**src/tspc_pkg.sv**
```systemverilog
// Shared types and constants for the tachometer PI speed controller.
package tspc_pkg;

    localparam int SPEED_W = 16;
    localparam int DUTY_W = 15;
    localparam int GAIN_W = 10;
    localparam int STEP_W = 8;
    localparam int ERR_W = 18;
    localparam int INTEG_W = 16;
    localparam int CFG_W = 16;
    localparam int CFG_IDX_W = 3;
    localparam int DVD_W = 21;

    localparam logic [DVD_W-1:0] SPEED_SCALE = 21'd2000000;
    localparam logic [SPEED_W-1:0] SPEED_SAT = 16'hFFFF;
    localparam logic signed [INTEG_W-1:0] INTEG_MAX = 16'sd14998;
    localparam logic signed [INTEG_W-1:0] INTEG_MIN = -16'sd14998;

    localparam logic [1:0] OP_EDGE_LEFT = 2'd0;
    localparam logic [1:0] OP_EDGE_RIGHT = 2'd1;
    localparam logic [1:0] OP_TICK = 2'd2;

    localparam logic [CFG_IDX_W-1:0] REG_PROP_GAIN = 3'd0;
    localparam logic [CFG_IDX_W-1:0] REG_INTEG_GAIN = 3'd1;
    localparam logic [CFG_IDX_W-1:0] REG_STEP_TIME = 3'd2;
    localparam logic [CFG_IDX_W-1:0] REG_TARGET_LEFT = 3'd3;
    localparam logic [CFG_IDX_W-1:0] REG_TARGET_RIGHT = 3'd4;
    localparam logic [CFG_IDX_W-1:0] REG_DUTY_MAX = 3'd5;
    localparam logic [CFG_IDX_W-1:0] REG_DUTY_MIN_LEFT = 3'd6;
    localparam logic [CFG_IDX_W-1:0] REG_DUTY_MIN_RIGHT = 3'd7;

    typedef struct packed {
        logic start;
        logic [SPEED_W-1:0] target;
        logic [SPEED_W-1:0] speed;
        logic signed [INTEG_W-1:0] integ;
        logic signed [ERR_W-1:0] prev;
        logic [DUTY_W-1:0] dmin;
        logic [DUTY_W-1:0] dmax;
        logic [GAIN_W-1:0] kp;
        logic [GAIN_W-1:0] ki;
        logic [STEP_W-1:0] dt;
    } pi_in_t;

    typedef struct packed {
        logic done;
        logic [DUTY_W-1:0] duty;
        logic signed [INTEG_W-1:0] integ;
        logic signed [ERR_W-1:0] prev;
    } pi_out_t;

endpackage

```
**src/tach_pi_speed_controller_core.sv**
```systemverilog
// Top level of the two-wheel tachometer and PI speed controller.
// An encoder edge request runs the 21-step serial divider.
// A tick request runs two PI steps, left wheel then right, on one shared multiplier.
// Requests are taken one at a time; a result waits in the output register meanwhile.
// Reset is asynchronous and active low and restores the config, control and wheel state registers, not data regs.
module tach_pi_speed_controller_core #(
    parameter int TIMER_BITS = 16
) (
    input  logic clk,
    input  logic rst_n,
    input  logic cfg_wr_en,
    input  logic [tspc_pkg::CFG_IDX_W-1:0] cfg_index,
    input  logic [tspc_pkg::CFG_W-1:0] cfg_data,
    input  logic in_valid,
    output logic in_stall,
    input  logic [1:0] opcode,
    input  logic [15:0] capture_time,
    output logic out_valid,
    input  logic out_stall,
    output logic [tspc_pkg::DUTY_W-1:0] left_duty,
    output logic [tspc_pkg::DUTY_W-1:0] right_duty,
    output logic [tspc_pkg::SPEED_W-1:0] left_speed,
    output logic [tspc_pkg::SPEED_W-1:0] right_speed
);
    import tspc_pkg::*;

    localparam logic [2:0] S_IDLE = 3'd0;
    localparam logic [2:0] S_DIV = 3'd1;
    localparam logic [2:0] S_PIL = 3'd2;
    localparam logic [2:0] S_PIR = 3'd3;
    localparam logic [2:0] S_OUT = 3'd4;

    logic [GAIN_W-1:0] prop_gain_reg;
    logic [GAIN_W-1:0] integ_gain_reg;
    logic [STEP_W-1:0] step_time_reg;
    logic [SPEED_W-1:0] target_left_reg;
    logic [SPEED_W-1:0] target_right_reg;
    logic [DUTY_W-1:0] duty_max_reg;
    logic [DUTY_W-1:0] duty_min_left_reg;
    logic [DUTY_W-1:0] duty_min_right_reg;

    logic [2:0] state_reg;
    logic [2:0] state_next;
    logic div_start_reg;
    logic pi_start_reg;
    logic sel_right_reg;
    logic out_valid_reg;
    logic [TIMER_BITS-1:0] period_reg;
    logic [TIMER_BITS-1:0] last_left_reg;
    logic [TIMER_BITS-1:0] last_right_reg;
    logic [SPEED_W-1:0] speed_left_reg;
    logic [SPEED_W-1:0] speed_right_reg;
    logic signed [INTEG_W-1:0] integ_left_reg;
    logic signed [INTEG_W-1:0] integ_right_reg;
    logic signed [ERR_W-1:0] prev_left_reg;
    logic signed [ERR_W-1:0] prev_right_reg;
    logic [DUTY_W-1:0] duty_left_reg;
    logic [DUTY_W-1:0] duty_right_reg;
    logic [DUTY_W-1:0] out_left_duty_reg;
    logic [DUTY_W-1:0] out_right_duty_reg;
    logic [SPEED_W-1:0] out_left_speed_reg;
    logic [SPEED_W-1:0] out_right_speed_reg;

    logic accept;
    logic out_free;
    logic [TIMER_BITS+15:0] cap_wide;
    logic [TIMER_BITS-1:0] cap_now;
    logic div_done;
    logic [SPEED_W-1:0] div_quotient;
    pi_in_t pi_req;
    pi_out_t pi_rsp;

    assign accept = in_valid && !in_stall;
    assign in_stall = state_reg != S_IDLE;
    assign out_free = !out_valid_reg || !out_stall;
    assign cap_wide = {TIMER_BITS'(0), capture_time};
    assign cap_now = cap_wide[TIMER_BITS-1:0];

    tspc_div #(
        .TIMER_BITS(TIMER_BITS)
    ) u_div (
        .clk(clk),
        .rst_n(rst_n),
        .start(div_start_reg),
        .divisor(period_reg),
        .done(div_done),
        .quotient(div_quotient)
    );

    always_comb
    begin
        pi_req.start = pi_start_reg;
        pi_req.dmax = duty_max_reg;
        pi_req.kp = prop_gain_reg;
        pi_req.ki = integ_gain_reg;
        pi_req.dt = step_time_reg;
        if (state_reg == S_PIR)
        begin
            pi_req.target = target_right_reg;
            pi_req.speed = speed_right_reg;
            pi_req.integ = integ_right_reg;
            pi_req.prev = prev_right_reg;
            pi_req.dmin = duty_min_right_reg;
        end
        else
        begin
            pi_req.target = target_left_reg;
            pi_req.speed = speed_left_reg;
            pi_req.integ = integ_left_reg;
            pi_req.prev = prev_left_reg;
            pi_req.dmin = duty_min_left_reg;
        end
    end

    tspc_pi u_pi (
        .clk(clk),
        .rst_n(rst_n),
        .req(pi_req),
        .rsp(pi_rsp)
    );

    always_comb
    begin
        state_next = state_reg;
        unique case (state_reg)
            S_IDLE:
            begin
                if (accept)
                begin
                    case (opcode) inside
                        OP_EDGE_LEFT, OP_EDGE_RIGHT: state_next = S_DIV;
                        OP_TICK: state_next = S_PIL;
                        default: state_next = S_IDLE;
                    endcase
                end
            end
            S_DIV:
            begin
                if (div_done)
                begin
                    state_next = S_IDLE;
                end
            end
            S_PIL:
            begin
                if (pi_rsp.done)
                begin
                    state_next = S_PIR;
                end
            end
            S_PIR:
            begin
                if (pi_rsp.done)
                begin
                    state_next = S_OUT;
                end
            end
            S_OUT:
            begin
                if (out_free)
                begin
                    state_next = S_IDLE;
                end
            end
            default: state_next = S_IDLE;
        endcase
    end

    always_ff @(posedge clk or negedge rst_n)
    begin
        if (!rst_n)
        begin
            prop_gain_reg <= '0;
            integ_gain_reg <= '0;
            step_time_reg <= 8'd1;
            target_left_reg <= 16'd150;
            target_right_reg <= 16'd120;
            duty_max_reg <= 15'd14998;
            duty_min_left_reg <= 15'd1500;
            duty_min_right_reg <= 15'd3500;
            state_reg <= S_IDLE;
            div_start_reg <= 1'b0;
            pi_start_reg <= 1'b0;
            sel_right_reg <= 1'b0;
            out_valid_reg <= 1'b0;
            last_left_reg <= '0;
            last_right_reg <= '0;
            speed_left_reg <= '0;
            speed_right_reg <= '0;
            integ_left_reg <= '0;
            integ_right_reg <= '0;
            prev_left_reg <= '0;
            prev_right_reg <= '0;
        end
        else
        begin
            state_reg <= state_next;
            div_start_reg <= 1'b0;
            pi_start_reg <= 1'b0;

            if (cfg_wr_en)
            begin
                unique case (cfg_index)
                    REG_PROP_GAIN: prop_gain_reg <= cfg_data[GAIN_W-1:0];
                    REG_INTEG_GAIN: integ_gain_reg <= cfg_data[GAIN_W-1:0];
                    REG_STEP_TIME: step_time_reg <= cfg_data[STEP_W-1:0];
                    REG_TARGET_LEFT: target_left_reg <= cfg_data[SPEED_W-1:0];
                    REG_TARGET_RIGHT: target_right_reg <= cfg_data[SPEED_W-1:0];
                    REG_DUTY_MAX: duty_max_reg <= cfg_data[DUTY_W-1:0];
                    REG_DUTY_MIN_LEFT: duty_min_left_reg <= cfg_data[DUTY_W-1:0];
                    REG_DUTY_MIN_RIGHT: duty_min_right_reg <= cfg_data[DUTY_W-1:0];
                    default: ;
                endcase
            end

            if (out_valid_reg && !out_stall)
            begin
                out_valid_reg <= 1'b0;
            end

            if (state_reg == S_IDLE && accept)
            begin
                if (opcode == OP_EDGE_LEFT)
                begin
                    last_left_reg <= cap_now;
                    sel_right_reg <= 1'b0;
                    div_start_reg <= 1'b1;
                end
                else if (opcode == OP_EDGE_RIGHT)
                begin
                    last_right_reg <= cap_now;
                    sel_right_reg <= 1'b1;
                    div_start_reg <= 1'b1;
                end
                else if (opcode == OP_TICK)
                begin
                    pi_start_reg <= 1'b1;
                end
            end

            if (state_reg == S_DIV && div_done)
            begin
                if (sel_right_reg)
                begin
                    speed_right_reg <= div_quotient;
                end
                else
                begin
                    speed_left_reg <= div_quotient;
                end
            end

            if (state_reg == S_PIL && pi_rsp.done)
            begin
                integ_left_reg <= pi_rsp.integ;
                prev_left_reg <= pi_rsp.prev;
                pi_start_reg <= 1'b1;
            end

            if (state_reg == S_PIR && pi_rsp.done)
            begin
                integ_right_reg <= pi_rsp.integ;
                prev_right_reg <= pi_rsp.prev;
            end

            if (state_reg == S_OUT && out_free)
            begin
                out_valid_reg <= 1'b1;
            end
        end
    end

    always_ff @(posedge clk)
    begin
        if (state_reg == S_IDLE && accept)
        begin
            if (opcode == OP_EDGE_LEFT)
            begin
                period_reg <= cap_now - last_left_reg;
            end
            else
            begin
                period_reg <= cap_now - last_right_reg;
            end
        end
        if (state_reg == S_PIL && pi_rsp.done)
        begin
            duty_left_reg <= pi_rsp.duty;
        end
        if (state_reg == S_PIR && pi_rsp.done)
        begin
            duty_right_reg <= pi_rsp.duty;
        end
        if (state_reg == S_OUT && out_free)
        begin
            out_left_duty_reg <= duty_left_reg;
            out_right_duty_reg <= duty_right_reg;
            out_left_speed_reg <= speed_left_reg;
            out_right_speed_reg <= speed_right_reg;
        end
    end

    assign out_valid = out_valid_reg;
    assign left_duty = out_left_duty_reg;
    assign right_duty = out_right_duty_reg;
    assign left_speed = out_left_speed_reg;
    assign right_speed = out_right_speed_reg;

    a_result_from_out_state: assert property (@(posedge clk) disable iff (!rst_n)
        $rose(out_valid_reg) |-> $past(state_reg) == S_OUT)
        else $error("Result appeared outside the output state.");

    a_div_done_in_div: assert property (@(posedge clk) disable iff (!rst_n)
        div_done |-> state_reg == S_DIV)
        else $error("Divider finished while the sequencer was not waiting for it.");

    a_pi_done_in_pi: assert property (@(posedge clk) disable iff (!rst_n)
        pi_rsp.done |-> (state_reg == S_PIL || state_reg == S_PIR))
        else $error("PI unit finished while the sequencer was not waiting for it.");

    a_edge_starts_div: assert property (@(posedge clk) disable iff (!rst_n)
        (accept && (opcode == OP_EDGE_LEFT || opcode == OP_EDGE_RIGHT))
            |=> (state_reg == S_DIV && div_start_reg))
        else $error("Encoder edge request did not start the divider.");

endmodule

```
**src/tspc_div.sv**
```systemverilog
// Iterative restoring divider that turns an encoder period into a saturated speed.
module tspc_div #(
    parameter int TIMER_BITS = 16
) (
    input  logic clk,
    input  logic rst_n,
    input  logic start,
    input  logic [TIMER_BITS-1:0] divisor,
    output logic done,
    output logic [tspc_pkg::SPEED_W-1:0] quotient
);
    import tspc_pkg::*;

    localparam int CNT_W = $clog2(DVD_W + 1);
    localparam logic [CNT_W-1:0] LAST_STEP = CNT_W'(DVD_W - 1);

    logic busy_reg;
    logic done_reg;
    logic [CNT_W-1:0] cnt_reg;
    logic [TIMER_BITS-1:0] rem_reg;
    logic [DVD_W-1:0] quo_reg;
    logic [TIMER_BITS:0] trial;
    logic [TIMER_BITS:0] diff;
    logic fits;

    assign trial = {rem_reg, quo_reg[DVD_W-1]};
    assign diff = trial - {1'b0, divisor};
    assign fits = trial >= {1'b0, divisor};

    always_ff @(posedge clk or negedge rst_n)
    begin
        if (!rst_n)
        begin
            busy_reg <= 1'b0;
            done_reg <= 1'b0;
            cnt_reg <= '0;
        end
        else
        begin
            done_reg <= 1'b0;
            if (start)
            begin
                busy_reg <= 1'b1;
                cnt_reg <= '0;
            end
            else if (busy_reg)
            begin
                cnt_reg <= cnt_reg + 1'b1;
                if (cnt_reg == LAST_STEP)
                begin
                    busy_reg <= 1'b0;
                    done_reg <= 1'b1;
                end
            end
        end
    end

    always_ff @(posedge clk)
    begin
        if (start)
        begin
            rem_reg <= '0;
            quo_reg <= SPEED_SCALE;
        end
        else if (busy_reg)
        begin
            rem_reg <= fits ? diff[TIMER_BITS-1:0] : trial[TIMER_BITS-1:0];
            quo_reg <= {quo_reg[DVD_W-2:0], fits};
        end
    end

    assign done = done_reg;
    assign quotient = (|quo_reg[DVD_W-1:SPEED_W]) ? SPEED_SAT : quo_reg[SPEED_W-1:0];

endmodule

```
**src/tspc_pi.sv**
```systemverilog
// Sequenced PI step for one wheel built around a single shared multiplier.
module tspc_pi (
    input  logic clk,
    input  logic rst_n,
    input  tspc_pkg::pi_in_t req,
    output tspc_pkg::pi_out_t rsp
);
    import tspc_pkg::*;

    localparam logic [2:0] P_IDLE = 3'd0;
    localparam logic [2:0] P_SUM = 3'd1;
    localparam logic [2:0] P_INT = 3'd2;
    localparam logic [2:0] P_KP = 3'd3;
    localparam logic [2:0] P_KI = 3'd4;
    localparam logic [2:0] P_U = 3'd5;

    logic [2:0] state_reg;
    logic [2:0] state_next;
    logic done_reg;
    logic signed [ERR_W-1:0] err_reg;
    logic signed [INTEG_W-1:0] acc_reg;
    logic signed [29:0] prod_reg;
    logic signed [29:0] u_reg;
    logic [DUTY_W-1:0] duty_reg;

    logic signed [10:0] mul_a;
    logic signed [18:0] mul_b;
    logic signed [29:0] mul_p;
    logic signed [ERR_W-1:0] err_new;
    logic signed [29:0] rnd;
    logic signed [29:0] half;
    logic signed [30:0] acc_sum;
    logic signed [INTEG_W-1:0] acc_clamp;
    logic signed [30:0] u_sum;
    logic signed [30:0] dmax_s;
    logic signed [30:0] dmin_s;
    logic [DUTY_W-1:0] duty_new;

    assign err_new = $signed({2'b00, req.target}) - $signed({2'b00, req.speed});

    always_comb
    begin
        mul_a = '0;
        mul_b = '0;
        case (state_reg)
            P_SUM:
            begin
                mul_a = $signed({3'b000, req.dt});
                mul_b = $signed({err_reg[ERR_W-1], err_reg}) +
                        $signed({req.prev[ERR_W-1], req.prev});
            end
            P_KP:
            begin
                mul_a = $signed({1'b0, req.kp});
                mul_b = $signed({err_reg[ERR_W-1], err_reg});
            end
            P_KI:
            begin
                mul_a = $signed({1'b0, req.ki});
                mul_b = $signed({{3{acc_reg[INTEG_W-1]}}, acc_reg});
            end
            default:
            begin
                mul_a = '0;
                mul_b = '0;
            end
        endcase
    end

    assign mul_p = mul_a * mul_b;

    assign rnd = prod_reg + $signed({29'b0, prod_reg[29]});
    assign half = rnd >>> 1;
    assign acc_sum = $signed({{15{req.integ[INTEG_W-1]}}, req.integ}) +
                     $signed({half[29], half});

    always_comb
    begin
        if (acc_sum > 31'(INTEG_MAX))
        begin
            acc_clamp = INTEG_MAX;
        end
        else if (acc_sum < 31'(INTEG_MIN))
        begin
            acc_clamp = INTEG_MIN;
        end
        else
        begin
            acc_clamp = acc_sum[INTEG_W-1:0];
        end
    end

    assign u_sum = $signed({u_reg[29], u_reg}) + $signed({prod_reg[29], prod_reg});
    assign dmax_s = $signed({16'b0, req.dmax});
    assign dmin_s = $signed({16'b0, req.dmin});

    always_comb
    begin
        if (u_sum >= dmax_s)
        begin
            duty_new = req.dmax;
        end
        else if (u_sum <= dmin_s)
        begin
            duty_new = req.dmin;
        end
        else
        begin
            duty_new = u_sum[DUTY_W-1:0];
        end
    end

    always_comb
    begin
        state_next = state_reg;
        unique case (state_reg)
            P_IDLE:
            begin
                if (req.start)
                begin
                    state_next = P_SUM;
                end
            end
            P_SUM: state_next = P_INT;
            P_INT: state_next = P_KP;
            P_KP: state_next = P_KI;
            P_KI: state_next = P_U;
            P_U: state_next = P_IDLE;
            default: state_next = P_IDLE;
        endcase
    end

    always_ff @(posedge clk or negedge rst_n)
    begin
        if (!rst_n)
        begin
            state_reg <= P_IDLE;
            done_reg <= 1'b0;
        end
        else
        begin
            state_reg <= state_next;
            done_reg <= state_reg == P_U;
        end
    end

    always_ff @(posedge clk)
    begin
        if (state_reg == P_IDLE && req.start)
        begin
            err_reg <= err_new;
        end
        if (state_reg == P_SUM || state_reg == P_KP || state_reg == P_KI)
        begin
            prod_reg <= mul_p;
        end
        if (state_reg == P_INT)
        begin
            acc_reg <= acc_clamp;
        end
        if (state_reg == P_KI)
        begin
            u_reg <= prod_reg;
        end
        if (state_reg == P_U)
        begin
            duty_reg <= duty_new;
        end
    end

    assign rsp.done = done_reg;
    assign rsp.duty = duty_reg;
    assign rsp.integ = acc_reg;
    assign rsp.prev = err_reg;

endmodule
```
**config.mk**
```make
export PLATFORM = sky130hd
export DESIGN_NAME = tach_pi_speed_controller_core
export DESIGN_NICKNAME = d
export VERILOG_FILES = /design/src/tspc_pkg.sv /design/src/tach_pi_speed_controller_core.sv /design/src/tspc_div.sv /design/src/tspc_pi.sv
export SDC_FILE = /design/constraint.sdc
export NUM_CORES = 1
export LEC_CHECK = 0
export ABC_AREA = 1
export BUFFER_PORTS_ARGS = -buffer_cell sky130_fd_sc_hd__buf_4
export CAP_MARGIN = 20
export CORE_ASPECT_RATIO = 1.2
export CORE_UTILIZATION = 55
export CTS_BUF_LIST = sky130_fd_sc_hd__clkbuf_4 sky130_fd_sc_hd__clkbuf_8 sky130_fd_sc_hd__clkbuf_16
export DETAILED_ROUTE_END_ITERATION = 10
export HOLD_SLACK_MARGIN = 0.1
export PLACE_DENSITY = 0.72
export SETUP_SLACK_MARGIN = 0.3
export SYNTH_ARGS = -nofsm -noshare
export SYNTH_HDL_FRONTEND = slang
export SYNTH_SLANG_ARGS = --single-unit
```
**constraint.sdc**
```tcl
create_clock -name clk -period 9.9 [get_ports clk]
set_clock_uncertainty 0.05 [all_clocks]
set_input_delay 2.475 -clock clk [delete_from_list [all_inputs] [get_ports clk]]
set_output_delay 2.475 -clock clk [all_outputs]
set_load 0.03 [all_outputs]
```
# [Yosys cells after proc, flatten, opt, wreduce, memory -nomap -nowiden]
# Cells that the tools add are included.
[totals] output_inout_bits=64 word_cells=161 ff_bits=506
[op_classes] n_bitwise=2 multipliers=1 n_reduce_logical=39 mux=39 addsub=9 n_eq_ne=25 n_lt_le_gt_ge=5
[ops] operator="$mux W81" count=1
[ops] operator="$mux W16" count=4
[ops] operator="$pmux W19 S3" count=1
[ops] operator="$sub A16 B16 Y16" count=3
[ops] operator="$add A30 B30 Y31" count=1
[ops] operator="$ge A31 B16 Y1" count=1
[ops] operator="$gt A31 B15 Y1 const B" count=1
[ops] operator="$le A31 B16 Y1" count=1
[ops] operator="$lt A31 B15 Y1 const B" count=1
[ops] operator="$add A16 B29 Y30" count=1
[ops] operator="$add A30 B2 Y30" count=1
[ops] operator="$mul A11 B19 Y30" count=1
[ops] operator="$mux W15" count=2
[ops] operator="$pmux W10 S3" count=1
[ops] operator="$pmux W3 S5" count=2
[ops] operator="$reduce_and A2 Y1" count=12
[ops] operator="$eq A3 B3 Y1 const B" count=7
[ops] operator="$add A17 B18 Y19" count=1
[ops] operator="$eq A3 B2 Y1 const B" count=6
[ops] operator="$mux W1" count=18
[ops] operator="$mux W3" count=6
[ops] operator="$ge A17 B16 Y1" count=1
[ops] operator="$sub A16 B16 Y17" count=1
[ops] operator="$mux W5" count=2
[ops] operator="20 further kinds" count=44

# [Depth between registers and ports, before layout]
[depth] word_depth=6 mapped_depth=46

# [Hierarchy]
# From an unflattened synthesis, not the netlist that was laid out.
[hier_totals] hier_cells=4685 hier_area_um2=36501.3
[by_module_without_submodules] mod="tspc_pi" area_each_um2=19178.4 n_inst=1 cells_each=2721
[by_module_without_submodules] mod="tach_pi_speed_controller_core" area_each_um2=14396.3 n_inst=1 cells_each=1511
[by_module_without_submodules] mod="tspc_div" area_each_um2=2926.6 n_inst=1 cells_each=453

# [Least setup slack after synthesis]
# OpenSTA, ideal clock, no wires.
[synth_timing] path_kind="reg-to-reg" from="register state_reg[2]" to="register u_pi.prod_reg[26] (data pin)" path_stages_with_launch=42 arrival_time_ns=7.525 path_slack_ns=2.067 path_buffers=2 synth_period_minus_slack_ns=7.833 cell_sequence="dfrtp_1 -> nor2_1 -> inv_1 -> nor2_1 -> clkbuf_1 -> buf_1 -> nand2_1 -> nand2_1 -> ha_1 -> inv_1 -> fa_1 -> nor2_1 -> nand2_1 -> nand2_1 -> a21oi_1 -> nor2_1 -> nand2_1 -> o21bai_1 -> (+6 left out) -> fa_1 -> inv_1 -> fa_1 -> fa_1 -> inv_1 -> fa_1 -> inv_1 -> ha_1 -> nand2_1 -> nor2_1 -> a211oi_1 -> o21ai_0 -> a21oi_1 -> o21ai_0 -> nand2_1 -> nand2_1 -> a31oi_1 -> xnor2_1"
[synth_between] elab_chain_len=5
[synth_rtl] element="start, declared" line_no="tach_pi_speed_controller_core.sv:42" text="logic [2:0] state_reg;"
[synth_rtl] element="start signal, assigned" line_no="tach_pi_speed_controller_core.sv:197" text="state_reg <= state_next;"
[synth_rtl] element="$eq A3 B2 Y1" line_no="tach_pi_speed_controller_core.sv:97" text="if (state_reg == S_PIR)"
[synth_rtl] element="$mux W81" line_no="tach_pi_speed_controller_core.sv:97"
[synth_rtl] element="$add A17 B18 Y19" line_no="tspc_pi.sv:49" text="mul_b = $signed({err_reg[ERR_W-1], err_reg}) +"
[synth_rtl] element="$pmux W19 S3" line_no="tspc_pi.sv:45" text="case (state_reg)"
[synth_rtl] element="$mul A11 B19 Y30" line_no="tspc_pi.sv:70" text="assign mul_p = mul_a * mul_b;"
[synth_rtl] element="named net u_pi.mul_p[26]" line_no="tspc_pi.sv:28" text="logic signed [29:0] mul_p;"
[synth_rtl] element="end signal, assigned" line_no="tspc_pi.sv:155" text="prod_reg <= mul_p;"
[synth_rtl] element="end, declared" line_no="tspc_pi.sv:22" text="logic signed [29:0] prod_reg;"
# The timed path passes the listed nets, and every way through them passes these cells.
# A chain may end at the register's enable or synchronous reset.

# [Worst setup path in the final report]
# Ends and elaborated chain as after synthesis.

==> out/results.tsv <==
stage	metric	value	unit
status	status	completed	
power	comb_power_share	59.4	%
critical_path	cp.required	10.19	ns
routing	post-route-drc-count	0	
yosys	muxShareOfSynthArea	0.962	%
sta	worst_pin_slew	1.07	ns
run	cap_violations	0	
clocking	cts.clk_slew.worst_paths	0.06	ns
sta	fin_crit_sh	82.9	%
yosys	avgSynthCellArea	8.24	um2
yosys	synthFlopType	dfrtp_1	
power	p_leak	19.0	nW
clocking	post_cts_buffers	0	
sta	max_freq	122	MHz
floorplanning	die_area	64600	um2
sta	maxSlewViolCount	0	
sta	relSlewSlack	28.5	%
yosys	ys_seq_area_share	38.9	%
floorplanning	num_rows	100	
floorplanning	die_w	232	um
critical_path	cp_slowest_cell	fa_1	
critical_path	r2r-end	u_pi.prod_reg[26]	
critical_path	path_class	register to register	
layout	area_delta_synth_final	10.2	%
grt	grt_use_total	28.4	%
power	seqPwrFrac	25.3	%
layout	diodes	0	
worst_hold_path	min_to	left_duty[0]	
grt	grt_max_degree	112	
clocking	root_buffer	clkbuf_16	
layout	finish.instance_area	38500	um2
sta	setup_ws	1.69	ns
place	place_congestion	0.989	
critical_path	crit_top_cell	nand2_1	
routing	vias	28200	
routing	viasPerCell	5.42	
yosys	synth_compound_gate_area_share	9.94	%
yosys	synth_top_family_by_area	simple AND/OR/NAND/NOR gates	
routing	drt.antenna.violating_nets	0	
sta	fin_setup_tns	0	ns
yosys	synth_simple_gate_area_share	19.9	%
clocking	clk_latency	0.63	ns
yosys	synth_area	35000	um2
layout	fillCellCount	5510	
clocking	cts_hold_buf	0	
sta	hold_violations	0	
critical_path	r2r_start	state_reg[2]	
clocking	clk_path_buf_depth	3	
yosys	synth_edf_count	216	
clocking	cts-resized-gates	0	
grt	antenna_found_initial	0	
grt	grt_pass1_vias	27800	
layout	drive_above_1_share	8.30	%
yosys	synth_seq_cells	506	
power	ir_worst_vdd	0.189	mV
worst_hold_path	hp-class	register to register	
floorplanning	initial_core_util	56.0	%
yosys	synth_xor_area_share	3.41	%
clocking	clock-sinks	506	
place	dp.cells	5099	
yosys	synth_nets	4686	
grt	grt-ovfl-total	0	
power	switching_share	48.6	%
routing	first_pass_iters	5	
layout	final_cells	5199	
routing	drtIter0Drc	1995	
clocking	cts_made_buffers	52	
critical_path	reg2reg_setup_slack	1.69	ns
layout	final_nets	4779	
power	clkPwrFrac	15.3	%
power	p_int	7.03	mW
sta	finalSetupViolCount	0	
yosys	ys_warn_count	0	
yosys	ys_types	59	
clocking	htree_num_levels	2	
power	power_density	355	nW/um2
worst_hold_path	worstHoldStart	duty_left_reg[0]	
clocking	cts_tree	built	
place	place_hpwl	69200	um
critical_path	r2r_cells	39	
grt	grt_first_pass_wirelength	144000	um
routing	wl_per_cell	17.3	um
floorplanning	chipHeight	278	um
critical_path	start_kind	register	
routing	totalWireLength	90000	um
sta	layout_min_cycle_time	8.21	ns
place	numPortBuffers	105	
sta	rsz0062_at_grt	false	
floorplanning	core_area	62400	um2
critical_path	worst_path_largest_cell_delay	0.55	ns
power	switching_power	6.66	mW
floorplanning	io_pins	106	
worst_hold_path	hold_depth	0	
place	post-place-ws	1.79	ns
yosys	synthAdderAreaFrac	17.8	%
yosys	synthCells	4246	
place	placed_cell_area	36700	um2
critical_path	end_kind	register	
yosys	async_reset_ff_share	50.0	%
critical_path	critPathMaxFanout	21	
critical_path	crit_arrival	8.50	ns
[power groups by stage]
| stage | clock, mW | combinational (mW) | sequential (mW) |
|---|---|---|---|
| final | 2.09 | 8.13 | 3.46 |
| after global routing | 2.19 | 9.16 | 3.52 |
| after CTS | 2.12 | 8.08 | 3.46 |
| after detailed placement | 0 | 8.01 | 3.49 |
| after global placement | 0 | 7.91 | 3.47 |
| after floorplan | 0 | 5.98 | 3.35 |
[critical path, delay by kind of cell (launching register included)]
family	cells	cell delay [ns]
and+or+nand+nor	15	1.62
xor gates and xnor gates	1	0.09
adders and majority gates	7	3.13
buffers and inverters	6	0.74
AOI/OAI and AO/OA	10	1.90
DFF	1	0.40
[per-layer routing]
metal | GRT usage [%] | routed length, um | vias up
li1 | - | - | 13700
met5 | 0 | 0 | -
met2 | 50.2 | 45500 | 784
met4 | 12.7 | 4170 | 0
met1 | 34.3 | 36000 | 13400
met3 | 3.58 | 4230 | 234
[synthesized netlist by cell type, types with 3 or more instances]
| cell type | count | area share (%) |
|---|---|---|
| a211oi_1 | 9 | 0.19 |
| a21boi_0 | 4 | 0.086 |
| a21o_1 | 12 | 0.26 |
| a21oi_1 | 175 | 2.5 |
| a221oi_1 | 7 | 0.18 |
| a22o_1 | 3 | 0.075 |
| a22oi_1 | 7 | 0.15 |
| a31oi_1 | 13 | 0.23 |
| buf_1 | 5 | 0.054 |
| buf_4 | 3 | 0.064 |
| clkbuf_1 | 87 | 0.93 |
| clkinv_1 | 11 | 0.12 |
| dfrtp_1 | 222 | 16 |
| dfstp_2 | 31 | 2.3 |
| dfxtp_1 | 37 | 2.1 |
| edfxtp_1 | 216 | 19 |
| fa_1 | 167 | 9.6 |
| ha_1 | 231 | 8.3 |
| inv_1 | 723 | 7.8 |
| inv_2 | 3 | 0.032 |
| mux2_2 | 29 | 0.93 |
| nand2_1 | 1167 | 13 |
| nand2_2 | 9 | 0.16 |
| nand3_1 | 117 | 1.7 |
| nand3_2 | 6 | 0.17 |
| nand3b_1 | 9 | 0.19 |
| nand4_1 | 49 | 0.88 |
| nor2_1 | 266 | 2.9 |
| nor2_2 | 13 | 0.23 |
| nor3_1 | 31 | 0.44 |
| nor3_2 | 6 | 0.17 |
| nor4_1 | 9 | 0.16 |
| o2111ai_1 | 3 | 0.075 |
| o211ai_1 | 12 | 0.26 |
| o21a_1 | 3 | 0.064 |
| o21ai_0 | 333 | 4.8 |
| o21bai_1 | 9 | 0.19 |
| o22ai_1 | 31 | 0.55 |
| o31ai_1 | 3 | 0.064 |
| or2_2 | 15 | 0.27 |
| xnor2_1 | 47 | 1.2 |
| xor2_1 | 89 | 2.2 |
[layout by cell type (no fill, tap or decap), types with 13 or more instances in the layout]
master     count
nor3_1        27
mux2_2        29
buf_4        137
nor2_2        15
dfxtp_1       37
xor2_1        89
o21ai_0      333
o22ai_1       31
a21oi_1      174
xnor2_1       47
clkbuf_16     53
edfxtp_1     216
fa_1         167
inv_1        721
ha_1         231
nand2_1     1167
or2_2         15
nand4_1       49
dfstp_2       31
nor2_1       263
nand3_1      117
dfrtp_1      222
a31oi_1       13
[cell families after synthesis]
group | count (synthesis)
DFF | 506
muxes | 30
and+or+nand+nor | 1705
adders and majority gates | 398
buffers and inverters | 836
AOI/OAI and AO/OA | 635
xor gates and xnor gates | 136
[layout make-up]
type                            instances  area, um2  share of cell area, %
Clock buffer                           72       1510                   3.93
Clock inverter                         26        333                  0.864
Inverter                              737       2770                   7.18
Multi-Input combinational cell       2904      18300                   47.4
Sequential cell                       506      13600                   35.3
Tap cell                              816       1020                   2.65
Timing Repair Buffer                  138       1040                   2.71
[worst max-delay path by stage]
stage                 start           endpoint  slack [ns]  cells past startpoint
3_3_place_gp   state_reg[2]  u_pi.prod_reg[26]        1.95                     39
4_1_cts        state_reg[2]  u_pi.prod_reg[26]        1.74                     38
6_report       state_reg[2]  u_pi.prod_reg[26]        1.69                     39
2_1_floorplan  state_reg[2]  u_pi.prod_reg[26]        2.07                     41
3_5_place_dp   state_reg[2]  u_pi.prod_reg[26]        1.79                     39
5_1_grt        state_reg[1]  u_pi.prod_reg[26]        1.08                     39
[through the flow]
stage          hold slack (ns)  utilization (%)  power (mW)
6_report                 0.366             61.7        13.7
5_1_grt                  0.371             61.7        14.9
4_1_cts                  0.368             61.7        13.7
3_5_place_dp             0.355             58.7        11.5
3_3_place_gp             0.351             58.7        11.4
2_1_floorplan            0.350                -        9.33
Note: power is estimated with default switching activity, not from simulation.
